## src/bcd_pkg.sv

```systemverilog
// bcd_pkg: shared types, format codes and fixed-point helpers for the
// texture block decoder (palette division by constant reciprocals).
// No dependencies.
package bcd_pkg;

   // block_format codes
   localparam logic [1:0] FMT_DXT1         = 2'd0;
   localparam logic [1:0] FMT_DXT5         = 2'd1;
   localparam logic [1:0] FMT_DXT5_ORDERED = 2'd2;
   localparam logic [1:0] FMT_CTX1         = 2'd3;

   // register index decoded from the csr address
   localparam logic CSR_IDX_BLOCK_FORMAT = 1'b0;

   // reciprocals: n/3 = (n*683)>>11 for n<=765, n/5 = (n*3277)>>14 and
   // n/7 = (n*2341)>>14 for n<=1785
   localparam logic [9:0]  DIV3_RECIP = 10'd683;
   localparam logic [11:0] DIV5_RECIP = 12'd3277;
   localparam logic [11:0] DIV7_RECIP = 12'd2341;

   typedef struct packed {
      logic [1:0]  fmt;
      logic [15:0] alpha_ends;
      logic [47:0] alpha_sels;
      logic [63:0] word;
   } entry_type;

   typedef struct packed {
      logic [7:0] alpha;
      logic [7:0] blue;
      logic [7:0] green;
      logic [7:0] red;
   } texel_type;

   function automatic logic [7:0] div3(input logic [9:0] n);
      logic [19:0] p;
      p = n * DIV3_RECIP;
      return p[18:11];
   endfunction

   function automatic logic [7:0] div5(input logic [10:0] n);
      logic [22:0] p;
      p = n * DIV5_RECIP;
      return p[21:14];
   endfunction

   function automatic logic [7:0] div7(input logic [10:0] n);
      logic [22:0] p;
      p = n * DIV7_RECIP;
      return p[21:14];
   endfunction

   // (2a + b) / 3
   function automatic logic [7:0] third(input logic [7:0] a, input logic [7:0] b);
      logic [9:0] s;
      s = {1'b0, a, 1'b0} + {2'b00, b};
      return div3(s);
   endfunction

   // (a + b) / 2
   function automatic logic [7:0] half(input logic [7:0] a, input logic [7:0] b);
      logic [8:0] s;
      s = {1'b0, a} + {1'b0, b};
      return s[8:1];
   endfunction

   function automatic texel_type expand565(input logic [15:0] c);
      texel_type t;
      t.red   = {c[15:11], c[15:13]};
      t.green = {c[10:5], c[10:9]};
      t.blue  = {c[4:0], c[4:2]};
      t.alpha = 8'd255;
      return t;
   endfunction

   // dxt5 alpha palette entry for one selector
   function automatic logic [7:0] alpha_value(input logic [15:0] ends,
                                              input logic [2:0] sel);
      logic [7:0]  a0;
      logic [7:0]  a1;
      logic [3:0]  w0;
      logic [3:0]  w1;
      logic [11:0] p0;
      logic [11:0] p1;
      logic [10:0] num;
      logic [7:0]  res;
      a0 = ends[7:0];
      a1 = ends[15:8];
      w1 = {1'b0, sel} - 4'd1;
      if (a0 > a1) begin
         w0 = 4'd8 - {1'b0, sel};
      end else begin
         w0 = 4'd6 - {1'b0, sel};
      end
      p0  = w0 * a0;
      p1  = w1 * a1;
      num = p0[10:0] + p1[10:0];
      if (sel == 3'd0) begin
         res = a0;
      end else if (sel == 3'd1) begin
         res = a1;
      end else if (a0 > a1) begin
         res = div7(num);
      end else if (sel == 3'd6) begin
         res = 8'd0;
      end else if (sel == 3'd7) begin
         res = 8'd255;
      end else begin
         res = div5(num);
      end
      return res;
   endfunction

endpackage

```

## src/bcd_front.sv

```systemverilog
// bcd_front: accepts block words, keeps the alpha word of the current block
// and pushes each colour word with its alpha state into the queue.
// Depends on bcd_pkg.
module bcd_front (
   input  logic               clock,
   input  logic               reset,
   input  logic [1:0]         block_format,
   input  logic               req_tvalid,
   output logic               req_tready,
   input  logic [63:0]        req_tdata,
   input  logic               queue_full,
   output logic               push_valid,
   output bcd_pkg::entry_type push_entry
);
   import bcd_pkg::*;

   logic        expect_colour_ff, expect_colour_in;
   logic [15:0] alpha_ends_ff, alpha_ends_in;
   logic [47:0] alpha_sels_ff, alpha_sels_in;
   logic        accept;
   logic        is_alpha;

   assign req_tready = !queue_full;
   assign accept     = req_tvalid && req_tready;
   assign is_alpha   = (block_format != FMT_DXT1) && !expect_colour_ff;
   assign push_valid = accept && !is_alpha;

   always_comb begin
      push_entry.fmt        = block_format;
      push_entry.alpha_ends = alpha_ends_ff;
      push_entry.alpha_sels = alpha_sels_ff;
      push_entry.word       = req_tdata;
   end

   always_comb begin
      expect_colour_in = expect_colour_ff;
      alpha_ends_in    = alpha_ends_ff;
      alpha_sels_in    = alpha_sels_ff;
      if (accept) begin
         if (is_alpha) begin
            alpha_ends_in    = req_tdata[15:0];
            alpha_sels_in    = req_tdata[63:16];
            expect_colour_in = 1'b1;
         end else begin
            expect_colour_in = 1'b0;
         end
      end
   end

   always_ff @(posedge clock) begin
      if (reset) begin
         expect_colour_ff <= 1'b0;
         alpha_ends_ff    <= '0;
         alpha_sels_ff    <= '0;
      end else begin
         expect_colour_ff <= expect_colour_in;
         alpha_ends_ff    <= alpha_ends_in;
         alpha_sels_ff    <= alpha_sels_in;
      end
   end

endmodule

```

## src/bcd_queue.sv

```systemverilog
// bcd_queue: short first-in first-out queue of colour-word entries between
// the front and the back. Depends on bcd_pkg.
module bcd_queue #(
   parameter int DEPTH = 2
) (
   input  logic               clock,
   input  logic               reset,
   input  logic               push_valid,
   input  bcd_pkg::entry_type push_entry,
   output logic               full,
   input  logic               pop,
   output logic               head_valid,
   output bcd_pkg::entry_type head_entry
);
   import bcd_pkg::*;

   localparam int PW = (DEPTH > 1) ? $clog2(DEPTH) : 1;
   localparam int CW = $clog2(DEPTH + 1);
   localparam logic [PW-1:0] LAST_SLOT = PW'(DEPTH - 1);
   localparam logic [CW-1:0] FULL_COUNT = CW'(DEPTH);

   entry_type     slots_ff [DEPTH];
   logic [PW-1:0] wr_ptr_ff, wr_ptr_in;
   logic [PW-1:0] rd_ptr_ff, rd_ptr_in;
   logic [CW-1:0] count_ff, count_in;
   logic          do_push;
   logic          do_pop;

   assign full       = (count_ff == FULL_COUNT);
   assign head_valid = (count_ff != '0);
   assign head_entry = slots_ff[rd_ptr_ff];
   assign do_push    = push_valid && !full;
   assign do_pop     = pop && head_valid;

   always_comb begin
      wr_ptr_in = wr_ptr_ff;
      rd_ptr_in = rd_ptr_ff;
      count_in  = count_ff;
      if (do_push) begin
         wr_ptr_in = (wr_ptr_ff == LAST_SLOT) ? '0 : wr_ptr_ff + 1'b1;
      end
      if (do_pop) begin
         rd_ptr_in = (rd_ptr_ff == LAST_SLOT) ? '0 : rd_ptr_ff + 1'b1;
      end
      if (do_push && !do_pop) begin
         count_in = count_ff + 1'b1;
      end else if (do_pop && !do_push) begin
         count_in = count_ff - 1'b1;
      end
   end

   always_ff @(posedge clock) begin
      if (reset) begin
         wr_ptr_ff <= '0;
         rd_ptr_ff <= '0;
         count_ff  <= '0;
      end else begin
         wr_ptr_ff <= wr_ptr_in;
         rd_ptr_ff <= rd_ptr_in;
         count_ff  <= count_in;
      end
   end

   always_ff @(posedge clock) begin
      if (do_push) begin
         slots_ff[wr_ptr_ff] <= push_entry;
      end
   end

endmodule

```

## src/bcd_back.sv

```systemverilog
// bcd_back: builds the colour palette of the queue head, then emits sixteen
// texels one per cycle, unless rsp stalls, through an output register. Depends on bcd_pkg.
module bcd_back (
   input  logic               clock,
   input  logic               reset,
   input  logic               head_valid,
   input  bcd_pkg::entry_type head_entry,
   output logic               pop,
   output logic               rsp_tvalid,
   input  logic               rsp_tready,
   output logic [39:0]        rsp_tdata,
   output logic               rsp_tlast
);
   import bcd_pkg::*;

   texel_type   pal_ff [4];
   texel_type   pal_in [4];
   logic [31:0] sels_ff, sels_in;
   logic [15:0] alpha_ends_ff, alpha_ends_in;
   logic [47:0] alpha_sels_ff, alpha_sels_in;
   logic        pal_alpha_ff, pal_alpha_in;
   logic [3:0]  cnt_ff, cnt_in;
   logic        blk_valid_ff, blk_valid_in;
   logic        rsp_valid_ff, rsp_valid_in;
   texel_type   rsp_texel_ff, rsp_texel_in;
   logic [3:0]  rsp_index_ff, rsp_index_in;
   logic        rsp_last_ff, rsp_last_in;

   texel_type   new_pal [4];
   texel_type   cur_texel;
   texel_type   e0;
   texel_type   e1;
   logic [63:0] w;
   logic        four;
   logic        emit;
   logic        blk_done;
   logic        load;

   // palette of the queue head
   always_comb begin
      w  = head_entry.word;
      e0 = expand565(w[15:0]);
      e1 = expand565(w[31:16]);
      four = (head_entry.fmt == FMT_DXT5) || (w[15:0] > w[31:16]);
      if (head_entry.fmt == FMT_CTX1) begin
         new_pal[0] = '{alpha: 8'd255, blue: 8'd0, green: w[15:8], red: w[7:0]};
         new_pal[1] = '{alpha: 8'd255, blue: 8'd0, green: w[31:24], red: w[23:16]};
         new_pal[2] = '{alpha: 8'd255, blue: 8'd0,
                        green: third(w[15:8], w[31:24]), red: third(w[7:0], w[23:16])};
         new_pal[3] = '{alpha: 8'd255, blue: 8'd0,
                        green: third(w[31:24], w[15:8]), red: third(w[23:16], w[7:0])};
      end else begin
         new_pal[0] = e0;
         new_pal[1] = e1;
         if (four) begin
            new_pal[2] = '{alpha: 8'd255, blue: third(e0.blue, e1.blue),
                           green: third(e0.green, e1.green), red: third(e0.red, e1.red)};
            new_pal[3] = '{alpha: 8'd255, blue: third(e1.blue, e0.blue),
                           green: third(e1.green, e0.green), red: third(e1.red, e0.red)};
         end else begin
            new_pal[2] = '{alpha: 8'd255, blue: half(e0.blue, e1.blue),
                           green: half(e0.green, e1.green), red: half(e0.red, e1.red)};
            // transparent black
            new_pal[3] = '0;
         end
      end
   end

   always_comb begin
      cur_texel = pal_ff[sels_ff[1:0]];
      if (!pal_alpha_ff) begin
         cur_texel.alpha = alpha_value(alpha_ends_ff, alpha_sels_ff[2:0]);
      end
   end

   assign emit     = blk_valid_ff && (!rsp_valid_ff || rsp_tready);
   assign blk_done = emit && (cnt_ff == 4'd15);
   assign load     = head_valid && (!blk_valid_ff || blk_done);
   assign pop      = load;

   always_comb begin
      pal_in        = pal_ff;
      sels_in       = sels_ff;
      alpha_ends_in = alpha_ends_ff;
      alpha_sels_in = alpha_sels_ff;
      pal_alpha_in  = pal_alpha_ff;
      cnt_in        = cnt_ff;
      blk_valid_in  = blk_valid_ff;
      rsp_valid_in  = rsp_valid_ff;
      rsp_texel_in  = rsp_texel_ff;
      rsp_index_in  = rsp_index_ff;
      rsp_last_in   = rsp_last_ff;
      if (rsp_tready) begin
         rsp_valid_in = 1'b0;
      end
      if (emit) begin
         rsp_valid_in  = 1'b1;
         rsp_texel_in  = cur_texel;
         rsp_index_in  = cnt_ff;
         rsp_last_in   = (cnt_ff == 4'd15);
         cnt_in        = cnt_ff + 4'd1;
         sels_in       = sels_ff >> 2;
         alpha_sels_in = alpha_sels_ff >> 3;
         if (blk_done) begin
            blk_valid_in = 1'b0;
         end
      end
      if (load) begin
         pal_in        = new_pal;
         sels_in       = w[63:32];
         alpha_ends_in = head_entry.alpha_ends;
         alpha_sels_in = head_entry.alpha_sels;
         pal_alpha_in  = (head_entry.fmt == FMT_DXT1);
         cnt_in        = 4'd0;
         blk_valid_in  = 1'b1;
      end
   end

   always_ff @(posedge clock) begin
      if (reset) begin
         cnt_ff       <= '0;
         blk_valid_ff <= 1'b0;
         rsp_valid_ff <= 1'b0;
      end else begin
         cnt_ff       <= cnt_in;
         blk_valid_ff <= blk_valid_in;
         rsp_valid_ff <= rsp_valid_in;
      end
   end

   always_ff @(posedge clock) begin
      pal_ff        <= pal_in;
      sels_ff       <= sels_in;
      alpha_ends_ff <= alpha_ends_in;
      alpha_sels_ff <= alpha_sels_in;
      pal_alpha_ff  <= pal_alpha_in;
      rsp_texel_ff  <= rsp_texel_in;
      rsp_index_ff  <= rsp_index_in;
      rsp_last_ff   <= rsp_last_in;
   end

   assign rsp_tvalid = rsp_valid_ff;
   assign rsp_tlast  = rsp_last_ff;
   assign rsp_tdata  = {4'b0000, rsp_texel_ff.alpha, rsp_texel_ff.blue,
                        rsp_texel_ff.green, rsp_texel_ff.red, rsp_index_ff};

endmodule

```

## src/bc_texture_block_decoder.sv

```systemverilog
//  channel | direction | handshake              | payload
//  req     | in        | req_tvalid/req_tready  | tdata[63:0] block_word
//  rsp     | out       | rsp_tvalid/rsp_tready  | tdata index,r,g,b,a; tlast last_texel
//  csr     | in        | psel/penable/pwrite    | block_format at address 0
//
// An alpha word gives no texel. A colour word gives sixteen texels, one per cycle
// while rsp_tready does not stall the output register. After its colour word is
// taken, the first texel passes through the queue, the palette register and the
// output register. Reset clears the queue, the block state and the format register.
// Either side may stall; the queue of QUEUE_DEPTH colour words lets the front keep
// taking words while the back is held.
module bc_texture_block_decoder #(
   parameter int QUEUE_DEPTH = 2
) (
   input  logic        clock,
   input  logic        reset,
   input  logic        req_tvalid,
   output logic        req_tready,
   input  logic [63:0] req_tdata,   // [63:0] block_word
   output logic        rsp_tvalid,
   input  logic        rsp_tready,
   output logic [39:0] rsp_tdata,   // [3:0] texel_index, [11:4] red, [19:12] green,
                                    // [27:20] blue, [35:28] alpha, [39:36] zero
   output logic        rsp_tlast,
   input  logic        csr_psel,
   input  logic        csr_penable,
   input  logic        csr_pwrite,
   input  logic [2:0]  csr_paddr,
   input  logic [31:0] csr_pwdata,
   output logic [31:0] csr_prdata,
   output logic        csr_pready
);
   import bcd_pkg::*;

   logic [1:0] block_format_ff, block_format_in;
   logic       csr_write;
   logic       queue_full;
   logic       push_valid;
   entry_type  push_entry;
   logic       head_valid;
   entry_type  head_entry;
   logic       pop;

   assign csr_pready = 1'b1;
   assign csr_write  = csr_psel && csr_penable && csr_pwrite && csr_pready;
   assign csr_prdata = (csr_paddr[2] == CSR_IDX_BLOCK_FORMAT) ?
                       {30'd0, block_format_ff} : 32'd0;

   always_comb begin
      block_format_in = block_format_ff;
      if (csr_write && (csr_paddr[2] == CSR_IDX_BLOCK_FORMAT)) begin
         block_format_in = csr_pwdata[1:0];
      end
   end

   always_ff @(posedge clock) begin
      if (reset) begin
         block_format_ff <= FMT_DXT1;
      end else begin
         block_format_ff <= block_format_in;
      end
   end

   bcd_front u_front (
      .clock        (clock),
      .reset        (reset),
      .block_format (block_format_ff),
      .req_tvalid   (req_tvalid),
      .req_tready   (req_tready),
      .req_tdata    (req_tdata),
      .queue_full   (queue_full),
      .push_valid   (push_valid),
      .push_entry   (push_entry)
   );

   bcd_queue #(
      .DEPTH (QUEUE_DEPTH)
   ) u_queue (
      .clock      (clock),
      .reset      (reset),
      .push_valid (push_valid),
      .push_entry (push_entry),
      .full       (queue_full),
      .pop        (pop),
      .head_valid (head_valid),
      .head_entry (head_entry)
   );

   bcd_back u_back (
      .clock      (clock),
      .reset      (reset),
      .head_valid (head_valid),
      .head_entry (head_entry),
      .pop        (pop),
      .rsp_tvalid (rsp_tvalid),
      .rsp_tready (rsp_tready),
      .rsp_tdata  (rsp_tdata),
      .rsp_tlast  (rsp_tlast)
   );

`ifndef NO_ASSERTIONS
   // last marker sits exactly on texel fifteen
   a_last_on_fifteen: assert property (@(posedge clock) disable iff (reset)
      rsp_tvalid |-> (rsp_tlast == (rsp_tdata[3:0] == 4'd15)))
      else $error("last marker not on texel fifteen");

   // texels of a block follow without gaps
   a_texel_sequence: assert property (@(posedge clock) disable iff (reset)
      (rsp_tvalid && rsp_tready && !rsp_tlast) |=>
      (rsp_tvalid && (rsp_tdata[3:0] == $past(rsp_tdata[3:0]) + 4'd1)))
      else $error("texel sequence broken inside a block");

   // nothing is pushed while the queue is full
   a_no_overflow: assert property (@(posedge clock) disable iff (reset)
      queue_full |-> !push_valid)
      else $error("push into full queue");
`endif

endmodule

```

## config.mk

```make
export PLATFORM = sky130hd
export DESIGN_NAME = bc_texture_block_decoder
export DESIGN_NICKNAME = d
export VERILOG_FILES = /design/src/bcd_pkg.sv /design/src/bcd_front.sv /design/src/bcd_queue.sv /design/src/bcd_back.sv /design/src/bc_texture_block_decoder.sv
export SDC_FILE = /design/constraint.sdc
export NUM_CORES = 2
export LEC_CHECK = 0
export BUFFER_PORTS_ARGS = -buffer_cell sky130_fd_sc_hd__clkbuf_2
export CORE_ASPECT_RATIO = 0.75
export CORE_MARGIN = 4
export CORE_UTILIZATION = 55
export DETAILED_ROUTE_END_ITERATION = 10
export GPL_TIMING_DRIVEN = 0
export PLACE_DENSITY = 0.72
export RECOVER_POWER = 25
export SYNTH_ARGS = -nofsm -noshare
export SYNTH_HDL_FRONTEND = slang
export SYNTH_SLANG_ARGS = --single-unit
```

## constraint.sdc

```tcl
create_clock -name clock -period 14.1 [get_ports clock]
set_input_delay 2.82 -clock clock [delete_from_list [all_inputs] [get_ports clock]]
set_output_delay 2.82 -clock clock [all_outputs]
set_load 0.05 [all_outputs]
```

==> summary.md <==
| Metric | Value |
|---|---|
| Vias in the first global route | 29900 |
| First-pass GRT wire length | 168 mm |
| Yosys top cell area share | 0.319 |
| CP Data Arrival Time | 12770 ps |
| CTS tree | yes |
| Worst Clk Skew | 44.3 ps |
| Die Span X | 341 um |
| Core Util, Final | 0.606 |
| Rel. slew slack | 0.0302 |
| Startpoint class of the critical path | flop |
| CORE AREA | 82200 sq um |
| TNS Setup | 0 ps |
| CTS resizes | 0 |
| Mean area per synthesized cell | 11.4 sq um |
| Dominant cells by area after synthesis | edfxtp_1 32%, ha_1 22%, fa_1 13% |
| Clk sinks | 563 |
| Multi-input gate area | 27000 sq um |
| Detailed Routing Iterations Pass 1 | 5 |
| Share of cells above drive strength 1 | 0.0583 |
| Max FO, Critical Path | 10 |
| Critical path class | flop to flop |
| Initial Utilization | 0.555 |
| Post-route antenna net violation count | 0 |
| Gpl congestion | 0.950 |
| Cts hold-fix bufs | 0 |
| DRC violations left | 0 |
| Post-synth EDFFs | 485 |
| Synth warnings | 0 |
| Max-cap violations | 0 |
| Worst skew pair latency | 630 ps |
| Clock tree root driver cell | clkbuf_16 |
| Initial antenna violation count | 25 |
| Initial DRC Count | 2595 |
| P&R area growth vs syn | 9.07% |
| H-tree depth | 2 |
| Top cell by count, worst path | fa_1 |
| Hold Fails Final Rpt | 0 |
| Register bit count reported by yosys | 563 |
| Fill count | 6731 |
| Unrepaired setup endpoints after global routing | no |
| Via count | 30000 |
| Fmax | 0.0803 GHz |
| Port bufs | 113 |
| # IOs | 182 |
| Largest net degree at the start of global routing | 92 |
| Final period demand of the worst path | 12450 ps |
| GRT Overall Usage | 0.246 |
| Row count | 91 |
| Post-DR wirelength/cell | 19.8 um |
| CP endpoint kind | flop |
| Hpwl dp | 86.3 mm |
| Routed WL | 107 mm |
| Fin crit share | 0.883 |
| Worst slew pin tran | 1410 ps |
| Die area | 87700 sq um |
| FF+latch area | 16100 sq um |
| Count of cell types in the netlist | 70 |
| Top cell type by total area after synthesis | edfxtp_1 |
| Placed insts | 5292 |
| Largest stage delay, worst path | 970 ps |
| Clk buf depth | 3 |
| Avg Vias per Cell | 5.56 |
| Grt total ovfl | 0 |
| Post-synthesis sequential area ratio | 0.353 |
| WP data required | 14420 ps |
| Predominant post-synthesis flop cell | edfxtp_1 |
| Synth async-reset ratio | 0 |
| Cell area after synthesis | 45600 sq um |
| Run status | completed |
| Non-filler cells, final | 5400 |
| Instance count of the mapped netlist | 4010 |
| Die height | 257 um |
| Setup Fix Bufs, Post-CTS | 0 |
| Final setup fails | 0 |
| HP Class | flop to flop |
| Crit path max-delay cell type | xnor2_1 |
| Final Max Slew Viols | 0 |
| Final nets | 5450 |
| CTS buffer count | 51 |
| Clk pin slew, worst setup/hold paths | 70 ps |
[critical path, delay by kind of cell, from the launching register on]
kind / cells / cell delay [ps]
fa+ha+maj: 13 / 5940
compound gates: 12 / 2500
buf+inv: 8 / 1330
xor+xnor: 2 / 1210
flops: 1 / 600
simple gates: 4 / 540
[worst paths after layout]
kind                              from                  endpoint  slack (ps)  cells after the start
max reg2reg    u_back.alpha_sels_ff[0]      u_back.rsp_tdata[34]        1650                     39
max            u_back.alpha_sels_ff[0]      u_back.rsp_tdata[34]        1650                     39
min          u_front.alpha_sels_ff[41]  u_queue.slots_ff[1][105]         440                      0
min reg2reg  u_front.alpha_sels_ff[41]  u_queue.slots_ff[1][105]         440                      0
[sequential cells by signal, summed over array words and instances (netlist names), named ones only]
register                  cells
block_format_ff               2
u_back.alpha_ends_ff         16
u_back.alpha_sels_ff         48
u_back.blk_valid_ff           1
u_back.cnt_ff                 4
u_back.pal_alpha_ff           1
u_back.pal_ff                91
u_back.rsp_index_ff           4
u_back.rsp_tdata             32
u_back.rsp_tlast              1
u_back.rsp_tvalid             1
u_back.sels_ff               32
u_front.alpha_ends_ff        16
u_front.alpha_sels_ff        48
u_front.expect_colour_ff      1
u_queue.count_ff              2
u_queue.rd_ptr_ff             1
u_queue.slots_ff            260
u_queue.wr_ptr_ff             1
[final cells by class]
class / count / share of cell area
Multi-Input combinational cell: 2823 / 0.543
Timing Repair Buffer: 132 / 0.0152
Antenna cell: 13 / 0.000654
Buffer: 129 / 0.0126
Inverter: 529 / 0.0400
Tap cell: 1116 / 0.0281
Sequential cell: 563 / 0.324
Clock inverter: 22 / 0.00618
Clock buffer: 73 / 0.0300
[metrics by stage]
stage | instance area [sq um] | worst slack (ps) | hold slack, ps
global route | 49700 | 1100 | 445
floorplan | 45800 | 1620 | 425
global placement | 47700 | -4000 | 430
CTS | 49800 | 1690 | 435
finish | 49800 | 1650 | 441
detailed placement | 48000 | 1790 | 436
[cell families after synthesis]
logic type	after synthesis	share of synthesized area
other cells	2	0.000165
mux	176	0.0443
fa+ha+maj	1115	0.356
simple gates	670	0.0654
xor+xnor	228	0.0441
buf+inv	658	0.0572
compound gates	598	0.0793
flops	563	0.353
[layer usage]
| layer | GRT usage | wire, um | up-vias |
|---|---|---|---|
| met4 | 0.0447 | 1900 | 22 |
| li1 | - | - | 14300 |
| met5 | 0 | 136 | - |
| met3 | 0.0776 | 11500 | 144 |
| met2 | 0.351 | 43900 | 1013 |
| met1 | 0.370 | 49700 | 14500 |
[cell usage after synthesis (5+ instances only)]
| master | number |
|---|---|
| edfxtp_1 | 485 |
| and2_1 | 38 |
| o21bai_1 | 31 |
| dfxtp_1 | 78 |
| o31a_1 | 6 |
| mux2i_1 | 138 |
| mux4_2 | 18 |
| o22ai_1 | 14 |
| o211ai_1 | 9 |
| xnor2_1 | 163 |
| buf_1 | 12 |
| o21a_1 | 19 |
| a21o_1 | 44 |
| o21ai_1 | 31 |
| nor2_1 | 172 |
| mux2_2 | 18 |
| o21ai_0 | 121 |
| inv_1 | 522 |
| ha_1 | 808 |
| nand2b_1 | 24 |
| a21oi_1 | 222 |
| nor3_1 | 44 |
| inv_2 | 6 |
| xor2_1 | 64 |
| o31ai_1 | 6 |
| clkbuf_1 | 78 |
| fa_1 | 307 |
| nand2_1 | 279 |
| a211oi_1 | 26 |
| nand3_1 | 30 |
| o211a_1 | 5 |
| nor2b_1 | 23 |
| and3_1 | 16 |
| nand4_1 | 12 |
| a31oi_1 | 15 |
| or3_1 | 14 |
| buf_4 | 35 |
[layout by cell type (no fill, tap or decap), drive strengths merged, types with 69 or more instances in the layout]
| cell | count |
|---|---|
| a21oi | 222 |
| buf | 69 |
| clkbuf | 265 |
| dfxtp | 78 |
| edfxtp | 485 |
| fa | 307 |
| ha | 808 |
| inv | 529 |
| mux2i | 139 |
| nand2 | 279 |
| nor2 | 172 |
| o21ai | 152 |
| xnor2 | 163 |
Power is not shown: default switching activity piles up to over one toggle a cycle in this logic, so the estimate is an artifact.
